## src/rtl/bclru_pkg.sv

```systemverilog
`timescale 1ns / 1ps
// ----------------------------------------------------------------------------
// Bank cache package
// Shared widths, codes and the structs that pass between the top level and
// the slot cells.
// ----------------------------------------------------------------------------
package bclru_pkg;

   localparam int BANK_W  = 9;
   localparam int STAMP_W = 16;
   localparam int IDX_W   = 6;
   localparam int NUM_WIN = 4;
   localparam int WIN_W   = 2;
   localparam int CNT_W   = 5;

   localparam logic [STAMP_W-1:0] STAMP_MAX = '1;

   localparam logic CSR_STREAMED_MODE = 1'b0;
   localparam logic CSR_SLOT_COUNT    = 1'b1;

   typedef enum logic [1:0] {
      ST_IDLE,
      ST_SEARCH,
      ST_COMMIT
   } state_type;

   // search token walking down the cell row
   typedef struct packed {
      logic               valid;
      logic               hit;
      logic [IDX_W-1:0]   hit_idx;
      logic [STAMP_W-1:0] best;
      logic [IDX_W-1:0]   victim;
   } probe_type;

   // request bank and banks held by the other windows
   typedef struct packed {
      logic [BANK_W-1:0]              bank;
      logic [NUM_WIN-1:0]             guard_en;
      logic [NUM_WIN-1:0][BANK_W-1:0] guard_bank;
   } lookup_type;

   // stamp or refill of one slot
   typedef struct packed {
      logic               en;
      logic [IDX_W-1:0]   idx;
      logic               set_tag;
      logic [BANK_W-1:0]  tag;
      logic [STAMP_W-1:0] stamp;
   } update_type;

endpackage

```

## src/rtl/bclru_cell.sv

```systemverilog
`timescale 1ns / 1ps
// ----------------------------------------------------------------------------
// Bank cache slot cell
// Holds one slot's tag and use stamp, folds them into the passing search
// token and registers the token for the next cell.
// ----------------------------------------------------------------------------
module bclru_cell #(
   parameter int SLOT_IDX = 0
) (
   input  logic                  clock,
   input  logic                  reset,
   input  logic                  slot_en,
   input  bclru_pkg::lookup_type lookup,
   input  bclru_pkg::update_type update,
   input  bclru_pkg::probe_type  probe_i,
   output bclru_pkg::probe_type  probe_o
);
   import bclru_pkg::*;

   localparam logic [IDX_W-1:0] MY_IDX = IDX_W'(SLOT_IDX);

   logic               valid_ff;
   logic [BANK_W-1:0]  tag_ff;
   logic [STAMP_W-1:0] stamp_ff;
   probe_type          probe_ff;
   probe_type          probe_in;
   logic               match;
   logic               guarded;
   logic               sel;

   always_comb begin
      guarded = 1'b0;
      for (int k = 0; k < NUM_WIN; k++) begin
         if (lookup.guard_en[k] && (lookup.guard_bank[k] == tag_ff)) begin
            guarded = 1'b1;
         end
      end
      guarded = guarded && valid_ff;
      match   = valid_ff && (tag_ff == lookup.bank);
      sel     = update.en && (update.idx == MY_IDX);

      probe_in = probe_i;
      if (probe_i.valid && slot_en) begin
         // first match wins: lower slots are visited first
         if (match && !probe_i.hit) begin
            probe_in.hit     = 1'b1;
            probe_in.hit_idx = MY_IDX;
         end
         // later slots win ties
         if (!guarded && (stamp_ff <= probe_i.best)) begin
            probe_in.best   = stamp_ff;
            probe_in.victim = MY_IDX;
         end
      end
   end

   always_ff @(posedge clock) begin
      if (reset) begin
         probe_ff.valid <= 1'b0;
         valid_ff       <= 1'b0;
         stamp_ff       <= '0;
      end else begin
         probe_ff.valid <= probe_in.valid;
         if (sel) begin
            stamp_ff <= update.stamp;
            if (update.set_tag) begin
               valid_ff <= 1'b1;
            end
         end
      end
   end

   always_ff @(posedge clock) begin
      probe_ff.hit     <= probe_in.hit;
      probe_ff.hit_idx <= probe_in.hit_idx;
      probe_ff.best    <= probe_in.best;
      probe_ff.victim  <= probe_in.victim;
      if (sel && update.set_tag) begin
         tag_ff <= update.tag;
      end
   end

   assign probe_o = probe_ff;

endmodule

```

## src/rtl/bank_cache_lru_with_window_protect.sv

```systemverilog
`timescale 1ns / 1ps
// ----------------------------------------------------------------------------
// Bank cache with window protection
// Maps a request for an 8K bank in one of four program windows to a location:
// the bank itself when the whole image is resident, or a cache slot picked by
// least-recently-used replacement that spares banks other windows still map.
// ----------------------------------------------------------------------------
//
//   channel  direction  handshake              payload
//   req      in         req_valid / req_ready  req_window, req_bank
//   rsp      out        rsp_valid / rsp_ready  rsp_location, rsp_hit,
//                                              rsp_fill_request, rsp_fill_bank
//   csr      in         csr_we (no wait)       csr_index, csr_wdata
//
// Resident mode: the response loads on the accepting edge.
// Streamed mode: the request is held on accept, then the launch register starts
// the search token into the row of MAX_SLOTS cells, which it walks one cell per
// cycle; the commit state then stamps/refills the slot and loads the response.
// One request is in flight at a time; a full response register stalls commit
// and holds off resident requests. Reset clears all slots, stamps and window
// mappings at once; no clearing pass.
// ----------------------------------------------------------------------------
module bank_cache_lru_with_window_protect #(
   parameter int MAX_SLOTS = 16,
   parameter int MAX_BANKS = 512
) (
   input  logic                         clock,
   input  logic                         reset,
   input  logic                         req_valid,
   output logic                         req_ready,
   input  logic [bclru_pkg::WIN_W-1:0]  req_window,
   input  logic [bclru_pkg::BANK_W-1:0] req_bank,
   output logic                         rsp_valid,
   input  logic                         rsp_ready,
   output logic [bclru_pkg::BANK_W-1:0] rsp_location,
   output logic                         rsp_hit,
   output logic                         rsp_fill_request,
   output logic [bclru_pkg::BANK_W-1:0] rsp_fill_bank,
   input  logic                         csr_we,
   input  logic                         csr_index,
   input  logic [bclru_pkg::CNT_W-1:0]  csr_wdata
);
   import bclru_pkg::*;

   // banks wrap modulo MAX_BANKS (a power of two)
   localparam logic [BANK_W-1:0] BANK_MASK =
      (MAX_BANKS >= (1 << BANK_W)) ? '1 : BANK_W'(MAX_BANKS - 1);

   // configuration
   logic             mode_ff;
   logic [CNT_W-1:0] count_ff;

   // control and window state
   state_type                      state_ff, state_in;
   logic [STAMP_W-1:0]             clock_ff;
   logic [NUM_WIN-1:0]             win_valid_ff;
   logic [NUM_WIN-1:0][BANK_W-1:0] win_bank_ff;

   // held request and search result
   logic [WIN_W-1:0]  req_win_ff;
   logic [BANK_W-1:0] req_bank_ff;
   logic [BANK_W-1:0] bank_eff;
   probe_type         res_ff;
   logic              launch_ff;

   // response register
   logic              rsp_valid_ff;
   logic [BANK_W-1:0] rsp_location_ff;
   logic              rsp_hit_ff;
   logic              rsp_fill_ff;
   logic [BANK_W-1:0] rsp_fill_bank_ff;

   logic                 accept;
   logic                 commit;
   logic                 out_free;
   logic [IDX_W-1:0]     slot_idx;
   logic [MAX_SLOTS-1:0] slot_en;
   lookup_type           lookup;
   update_type           update;
   probe_type            probe [MAX_SLOTS+1];

   assign bank_eff = req_bank & BANK_MASK;
   assign out_free = !rsp_valid_ff || rsp_ready;
   assign accept   = req_valid && req_ready;
   assign slot_idx = res_ff.hit ? res_ff.hit_idx : res_ff.victim;

   // configuration writes
   always_ff @(posedge clock) begin
      if (reset) begin
         mode_ff  <= 1'b0;
         count_ff <= CNT_W'(4);
      end else if (csr_we) begin
         unique case (csr_index)
            CSR_STREAMED_MODE: mode_ff  <= csr_wdata[0];
            CSR_SLOT_COUNT:    count_ff <= csr_wdata;
            default:           mode_ff  <= mode_ff;
         endcase
      end
   end

   // sequencer: idle -> walk the cells -> commit
   always_comb begin
      state_in  = state_ff;
      req_ready = 1'b0;
      commit    = 1'b0;
      unique case (state_ff)
         ST_IDLE: begin
            // resident requests answer at once and need the response register
            req_ready = mode_ff || out_free;
            if (req_valid && req_ready && mode_ff) begin
               state_in = ST_SEARCH;
            end
         end
         ST_SEARCH: begin
            if (probe[MAX_SLOTS].valid) begin
               state_in = ST_COMMIT;
            end
         end
         ST_COMMIT: begin
            // hold the result until the response register frees up
            if (out_free) begin
               commit   = 1'b1;
               state_in = ST_IDLE;
            end
         end
         default: state_in = ST_IDLE;
      endcase
   end

   always_ff @(posedge clock) begin
      if (reset) begin
         state_ff <= ST_IDLE;
      end else begin
         state_ff <= state_in;
      end
   end

   // launch in the cycle after a streamed accept, once the request is held
   always_ff @(posedge clock) begin
      if (reset) begin
         launch_ff <= 1'b0;
      end else begin
         launch_ff <= accept && mode_ff;
      end
   end

   // fresh token into the first cell
   always_comb begin
      probe[0].valid   = launch_ff;
      probe[0].hit     = 1'b0;
      probe[0].hit_idx = '0;
      probe[0].best    = STAMP_MAX;
      probe[0].victim  = '0;
   end

   // broadcast: request bank and the banks other windows protect
   always_comb begin
      lookup.bank = req_bank_ff;
      for (int k = 0; k < NUM_WIN; k++) begin
         lookup.guard_en[k]   = win_valid_ff[k] && (WIN_W'(k) != req_win_ff);
         lookup.guard_bank[k] = win_bank_ff[k];
      end
   end

   // broadcast: stamp the hit slot, or refill and stamp the victim
   always_comb begin
      update.en      = commit;
      update.idx     = slot_idx;
      update.set_tag = !res_ff.hit;
      update.tag     = req_bank_ff;
      update.stamp   = clock_ff + STAMP_W'(1);
   end

   for (genvar i = 0; i < MAX_SLOTS; i++) begin : g_cell
      assign slot_en[i] = (7'(count_ff) > 7'(i));

      bclru_cell #(
         .SLOT_IDX (i)
      ) u_cell (
         .clock   (clock),
         .reset   (reset),
         .slot_en (slot_en[i]),
         .lookup  (lookup),
         .update  (update),
         .probe_i (probe[i]),
         .probe_o (probe[i+1])
      );
   end

   // hold request and search result
   always_ff @(posedge clock) begin
      if (accept) begin
         req_win_ff  <= req_window;
         req_bank_ff <= bank_eff;
      end
      if ((state_ff == ST_SEARCH) && probe[MAX_SLOTS].valid) begin
         res_ff <= probe[MAX_SLOTS];
      end
   end

   // use clock and window mappings advance on commit
   always_ff @(posedge clock) begin
      if (reset) begin
         clock_ff     <= '0;
         win_valid_ff <= '0;
      end else if (commit) begin
         clock_ff                 <= update.stamp;
         win_valid_ff[req_win_ff] <= 1'b1;
      end
   end

   always_ff @(posedge clock) begin
      if (commit) begin
         win_bank_ff[req_win_ff] <= req_bank_ff;
      end
   end

   // response register
   always_ff @(posedge clock) begin
      if (reset) begin
         rsp_valid_ff <= 1'b0;
      end else if ((accept && !mode_ff) || commit) begin
         rsp_valid_ff <= 1'b1;
      end else if (rsp_ready) begin
         rsp_valid_ff <= 1'b0;
      end
   end

   always_ff @(posedge clock) begin
      if (accept && !mode_ff) begin
         rsp_location_ff  <= bank_eff;
         rsp_hit_ff       <= 1'b1;
         rsp_fill_ff      <= 1'b0;
         rsp_fill_bank_ff <= '0;
      end else if (commit) begin
         rsp_location_ff  <= BANK_W'(slot_idx);
         rsp_hit_ff       <= res_ff.hit;
         rsp_fill_ff      <= !res_ff.hit;
         rsp_fill_bank_ff <= res_ff.hit ? '0 : req_bank_ff;
      end
   end

   assign rsp_valid        = rsp_valid_ff;
   assign rsp_location     = rsp_location_ff;
   assign rsp_hit          = rsp_hit_ff;
   assign rsp_fill_request = rsp_fill_ff;
   assign rsp_fill_bank    = rsp_fill_bank_ff;

   // checks
   a_busy_no_accept: assert property (@(posedge clock) disable iff (reset)
      (state_ff != ST_IDLE) |-> !req_ready)
      else $error("request accepted while a search is in flight");

   a_token_only_in_search: assert property (@(posedge clock) disable iff (reset)
      probe[MAX_SLOTS].valid |-> (state_ff == ST_SEARCH))
      else $error("search token left the cell row outside a search");

   a_clock_tick: assert property (@(posedge clock) disable iff (reset)
      commit |=> (clock_ff == $past(clock_ff) + STAMP_W'(1)))
      else $error("use clock did not advance by one on commit");

   a_hit_xor_fill: assert property (@(posedge clock) disable iff (reset)
      rsp_valid_ff |-> (rsp_hit_ff != rsp_fill_ff))
      else $error("response must be either a hit or a fill");

   a_commit_maps_window: assert property (@(posedge clock) disable iff (reset)
      commit |=> win_valid_ff[$past(req_win_ff)])
      else $error("window not mapped after commit");

endmodule
```

## config.mk

```make
export PLATFORM = sky130hd
export DESIGN_NAME = bank_cache_lru_with_window_protect
export DESIGN_NICKNAME = d
export VERILOG_FILES = /design/src/rtl/bclru_pkg.sv /design/src/rtl/bclru_cell.sv /design/src/rtl/bank_cache_lru_with_window_protect.sv
export SDC_FILE = /design/constraint.sdc
export NUM_CORES = 2
export LEC_CHECK = 0
export ABC_AREA = 1
export BUFFER_PORTS_ARGS = -buffer_cell sky130_fd_sc_hd__buf_2
export CAP_MARGIN = 25
export CORE_ASPECT_RATIO = 1.2
export CORE_UTILIZATION = 55
export CTS_BUF_LIST = sky130_fd_sc_hd__clkbuf_8 sky130_fd_sc_hd__clkbuf_16
export DETAILED_ROUTE_END_ITERATION = 7
export PLACE_DENSITY_LB_ADDON = 0.1
export RECOVER_POWER = 25
export SLEW_MARGIN = 20
export SYNTH_ARGS = -nofsm -noshare
export SYNTH_HDL_FRONTEND = slang
export SYNTH_HIERARCHICAL = 1
export SYNTH_SLANG_ARGS = --single-unit
```

## constraint.sdc

```tcl
create_clock -name clock -period 7.2 [get_ports clock]
set_input_delay 1.44 -clock clock [delete_from_list [all_inputs] [get_ports clock]]
set_output_delay 1.44 -clock clock [all_outputs]
set_load 0.02 [all_outputs]
```

After elaboration in Yosys (flattened, before gate mapping)
Cells that the tools add are included.
W data, S select, Z words.
{"block": "classes", "n_addsub": 1, "n_lt_le_gt_ge": 34, "eq_ne": 103, "n_mux": 128, "n_bitwise": 3, "reduce_logical": 248}
{"operator": "$eq A9 B9 Y1", "n": 80}
{"operator": "$mux W29", "n": 15}
{"operator": "$mux W22", "n": 15}
{"operator": "$le A16 B16 Y1", "n": 15}
{"operator": "$logic_and A1 B1 Y1", "n": 186}
{"operator": "$mux W7", "n": 16}
{"operator": "$mux W1", "n": 70}
{"operator": "$eq A6 B4 Y1 const B", "n": 8}
{"operator": "$gt A5 B4 Y1 const B", "n": 8}
{"operator": "$reduce_and A2 Y1", "n": 19}
{"operator": "$bwmux W36", "n": 1}
{"operator": "$mux W9", "n": 4}
{"operator": "$logic_not A1 Y1", "n": 34}
{"operator": "$eq A6 B3 Y1 const B", "n": 4}
{"operator": "$gt A5 B3 Y1 const B", "n": 4}
{"operator": "$demux W9 S2", "n": 1}
{"operator": "$add A16 B1 Y16 const B", "n": 1}
{"operator": "$le A16 B16 Y1 const B", "n": 1}
{"operator": "$eq A6 B2 Y1 const B", "n": 2}
{"operator": "$gt A5 B1 Y1 const B", "n": 2}
{"operator": "$gt A5 B2 Y1 const B", "n": 2}
{"operator": "$eq A6 B1 Y1 const B", "n": 1}
{"operator": "$logic_not A6 Y1", "n": 1}
{"operator": "$mux W2", "n": 3}
{"operator": "17 further kinds", "n": 24}
{"block": "totals", "regBits": 990, "input_bits": 22, "out_inout_bits": 22, "elab_cells": 664}

Longest topological paths before layout
{"block": "logic_depth", "depth_word": 12, "mapped_depth": 15, "mapped_depth_nobuf": 15}

By module
Netlist, hierarchy kept.
{"module": "bclru_cell (g_cell[13].u_cell ...)", "instances": 5, "cells_each": 446, "area_per_inst_um2": 3099.2, "seq_area_each_um2": 1211.2}
{"module": "bclru_cell (g_cell[1].u_cell ...)", "instances": 2, "cells_each": 446, "area_per_inst_um2": 3050.4, "seq_area_each_um2": 1211.2}
{"module": "bclru_cell (g_cell[4].u_cell ...)", "instances": 2, "cells_each": 446, "area_per_inst_um2": 3047.9, "seq_area_each_um2": 1211.2}
{"module": "bank_cache_lru_with_window_protect", "instances": 1, "cells_each": 459, "area_per_inst_um2": 4465.5, "seq_area_each_um2": 2892.8}
{"module": "bclru_cell (g_cell[10].u_cell)", "instances": 1, "cells_each": 446, "area_per_inst_um2": 3101.7, "seq_area_each_um2": 1211.2}
{"module": "bclru_cell (g_cell[12].u_cell)", "instances": 1, "cells_each": 447, "area_per_inst_um2": 3056.7, "seq_area_each_um2": 1211.2}
{"module": "bclru_cell (g_cell[3].u_cell)", "instances": 1, "cells_each": 446, "area_per_inst_um2": 3055.4, "seq_area_each_um2": 1211.2}
{"module": "bclru_cell (g_cell[11].u_cell)", "instances": 1, "cells_each": 447, "area_per_inst_um2": 3052.9, "seq_area_each_um2": 1211.2}
{"module": "bclru_cell (g_cell[15].u_cell)", "instances": 1, "cells_each": 447, "area_per_inst_um2": 3051.7, "seq_area_each_um2": 1211.2}
{"module": "bclru_cell (g_cell[7].u_cell)", "instances": 1, "cells_each": 447, "area_per_inst_um2": 3050.4, "seq_area_each_um2": 1211.2}
{"module": "bclru_cell (g_cell[0].u_cell)", "instances": 1, "cells_each": 445, "area_per_inst_um2": 3045.4, "seq_area_each_um2": 1211.2}

Least setup slack after synthesis
Ideal clock, no wire load.
{"block": "synth_timing", "kind": "input port to output port", "startpoint": "input port rsp_ready", "endpoint": "output port req_ready", "t_arrival_ps": 1899, "t_required_ps": 5760, "setup_slack_ps": 3861, "path_stages": 4, "path_buffers": 0, "cell_sequence": "inv_1 > nand2_2 > o21ai_2 > inv_1"}
{"block": "synth_via", "elab_chain_len": 3}
{"item": "from (decl)", "line": "bank_cache_lru_with_window_protect.sv:34", "source": "input logic rsp_ready,"}
{"item": "$logic_or A1 B1 Y1", "line": "bank_cache_lru_with_window_protect.sv:83", "source": "assign out_free = !rsp_valid_ff || rsp_ready;"}
{"item": "$logic_or A1 B1 Y1", "line": "bank_cache_lru_with_window_protect.sv:109", "source": "req_ready = mode_ff || out_free;"}
{"item": "$mux W1", "line": "bank_cache_lru_with_window_protect.sv:106", "source": "unique case (state_ff)"}
{"item": "to (decl)", "line": "bank_cache_lru_with_window_protect.sv:30", "source": "output logic req_ready,"}
Every way passes these cells.

==> flow_summary.yaml <==
route:
  totalWireLength_um: 161000
  vias_per_cell: 5.24
  drcViolationCount: 0
  ant_nets: 0
  post_drt_wl_per_cell_um: 18.0
  num_vias: 46800
  drt_iter0_markers: 4337
  dr.pass1.iters: 8
synth:
  syn_avg_cell_area_um2: 7.04
  yosys_warnings: 6
  synthCells: 7530
  netlist_area_um2: 53000
clocking:
  numCtsBuffers: 100
  cts_buffer_depth: 3
  cts-resized-gates: 0
  clk_pin_slew_ns: 0.06
  cts_setup_buffers: 0
  cts_tree: "yes"
  postCtsHoldBufs: 0
  clock_sinks: 990
  htreeDepth: 3
  root_buffer: "clkbuf_16"
  clock_latency_ns: 0.69
job:
  cap_violations: 12
sta:
  fmax_mhz: 203
  setup_viol: 0
  max_slew_margin_pct: -141
  worst_pin_slew_ns: 3.62
  skew_ns: 0.0402
  rsz0062_at_grt: "no"
  final_hold_viol_count: 0
  slew_violations: 469
  tns_ns: 0
  finalCritPeriodShare_pct: 68.5
  min_period_ns: 4.93
layout:
  seqCellArea_um2: 22000
  drive_gt1_share_pct: 5.17
  fin_nets: 7866
  syn_to_final_growth_pct: 9.14
  multi_input_area_um2: 25000
  final_common_cell: "nand2_1"
  fill_cells: 8871
  final_cell_mix: "nand2_1 (2,632), inv_1 (1,306), dfxtp_1 (777)"
  final_core_util_pct: 60.6
  antenna_cells: 0
power_and_ir_drop:
  seq_power_share_pct: 50.1
  swShare_pct: 23.4
  leakage_nw: 29.9
  p_int_mw: 9.13
  max-vdd-ir-drop_uv: 267
  pwr-share-clk_pct: 45.0
  p_switching_mw: 2.78
  p_per_area_nw_per_um2: 206
  comb_power_share_pct: 4.9
die:
  fp-row-count: 124
  start_util_pct: 55.6
  die_x_um: 285
  coreArea_um2: 95400
  die-area_um2: 97600
  pin_count: 44
  die_y_um: 342
critical_path:
  worstSetupPathType: "reg -> reg"
  cp.required_ns: 7.77
  path_buf_inv: 2
  startpoint_type: "flop"
  max_stage_delay_ns: 2.51
  cp_slowest_cell: "clkbuf_1"
  endpoint_kind: "flop"
  cp_max_fo: 53
  crit_chain: "clkbuf_1 > o21ai_0 > a21oi_1 > o2111ai_1 > nor2_1 > nand3_1 > nand2_1 > inv_1"
  cp.arrival_ns: 5.50
  cp_top_family: "buffers and inverters"
placement:
  dp_hpwl_um: 107000
  gp_congestion: 0.953
  portBuffers: 43
global_routing:
  grt_overflow: 0
  first_global_vias: 43300
  antenna_found_initial: 0
  grt_pass1_wl_um: 246000
  grt_use_total_pct: 32.6
  grt_max_degree: 140
hold_path:
  hold_path_class: "reg -> reg"
run_status:
  violations: "capacitance limit, slew limit"
  status: "finished, violations left"
[power by group through the flow]
stage	Combinational, mW	Clock (mW)	Sequential, mW
floorplan	0.363	0	6.08
global placement	0.554	0	6.08
detailed placement	0.568	0	6.09
CTS	0.572	5.45	5.96
global route	0.659	5.68	5.98
finish	0.580	5.37	5.97
[worst paths after layout]
path | start | to | slack, ns | cells after the start
worst max-delay path | req_bank_ff[1] | g_cell[4].u_cell/probe_o[23] | 2.27 | 8
worst min-delay path | g_cell[11].u_cell/probe_o[25] | g_cell[12].u_cell/probe_o[25] | 0.39 | 2
worst max register to register | req_bank_ff[1] | g_cell[4].u_cell/probe_o[23] | 2.27 | 8
worst min register to register | g_cell[11].u_cell/probe_o[25] | g_cell[12].u_cell/probe_o[25] | 0.39 | 2
[area by class of cell]
type | count | area share (%)
flip-flops and latches | 990 | 37.9
clock inverters | 73 | 1.18
clock buffers | 115 | 4.80
inverters | 1363 | 8.84
repair buffers | 118 | 1.35
multi-input cells | 5014 | 43.2
well taps | 1260 | 2.72
[through the flow]
stage          power, mW  area (µm²)  instances  setup WS (ns)  hold WS [ns]
6_report            11.9       57900       8933           2.27         0.392
4_1_cts             12.0       58000       8933           2.64         0.385
3_3_place_gp        6.64       54400       8743           2.32         0.388
2_1_floorplan       6.44       53200       7573           3.86         0.386
5_1_grt             12.3       57900       8933           2.14         0.397
3_5_place_dp        6.65       54500       8745           2.29         0.389
[worst register-to-register path, stage by stage, from the launching register on]
cell and delay (ns):
edfxtp_1 0.32, clkbuf_1 2.51, o21ai_0 0.43, a21oi_1 0.29, o2111ai_1 0.13, nor2_1 0.61
nand3_1 0.35, nand2_1 0.14, inv_1 0.04
[registers in the layout (all words and copies together), names as in the netlist]
name	count
rsp_valid	1
g_cell.u_cell/tag_ff	144
g_cell.u_cell/probe_o	464
state_ff	2
lookup	36
g_cell.u_cell/stamp_ff	256
rsp_fill_request	1
req_bank_ff	9
win_valid_ff	4
req_win_ff	2
clock_ff	16
rsp_hit	1
res_ff	13
count_ff	5
g_cell.u_cell/valid_ff	16
launch_ff	1
rsp_location	9
rsp_fill_bank	9
mode_ff	1
[routing by layer]
layer | up-vias | part of all wire, % | global-route usage, %
met5 | - | 0 | 0
met2 | 1814 | 45 | 53.1
met3 | 454 | 8.5 | 4.67
met1 | 21100 | 41 | 41.9
met4 | 0 | 5.7 | 17.0
li1 | 23400 | - | -
Power figures use the tool's default switching activity.
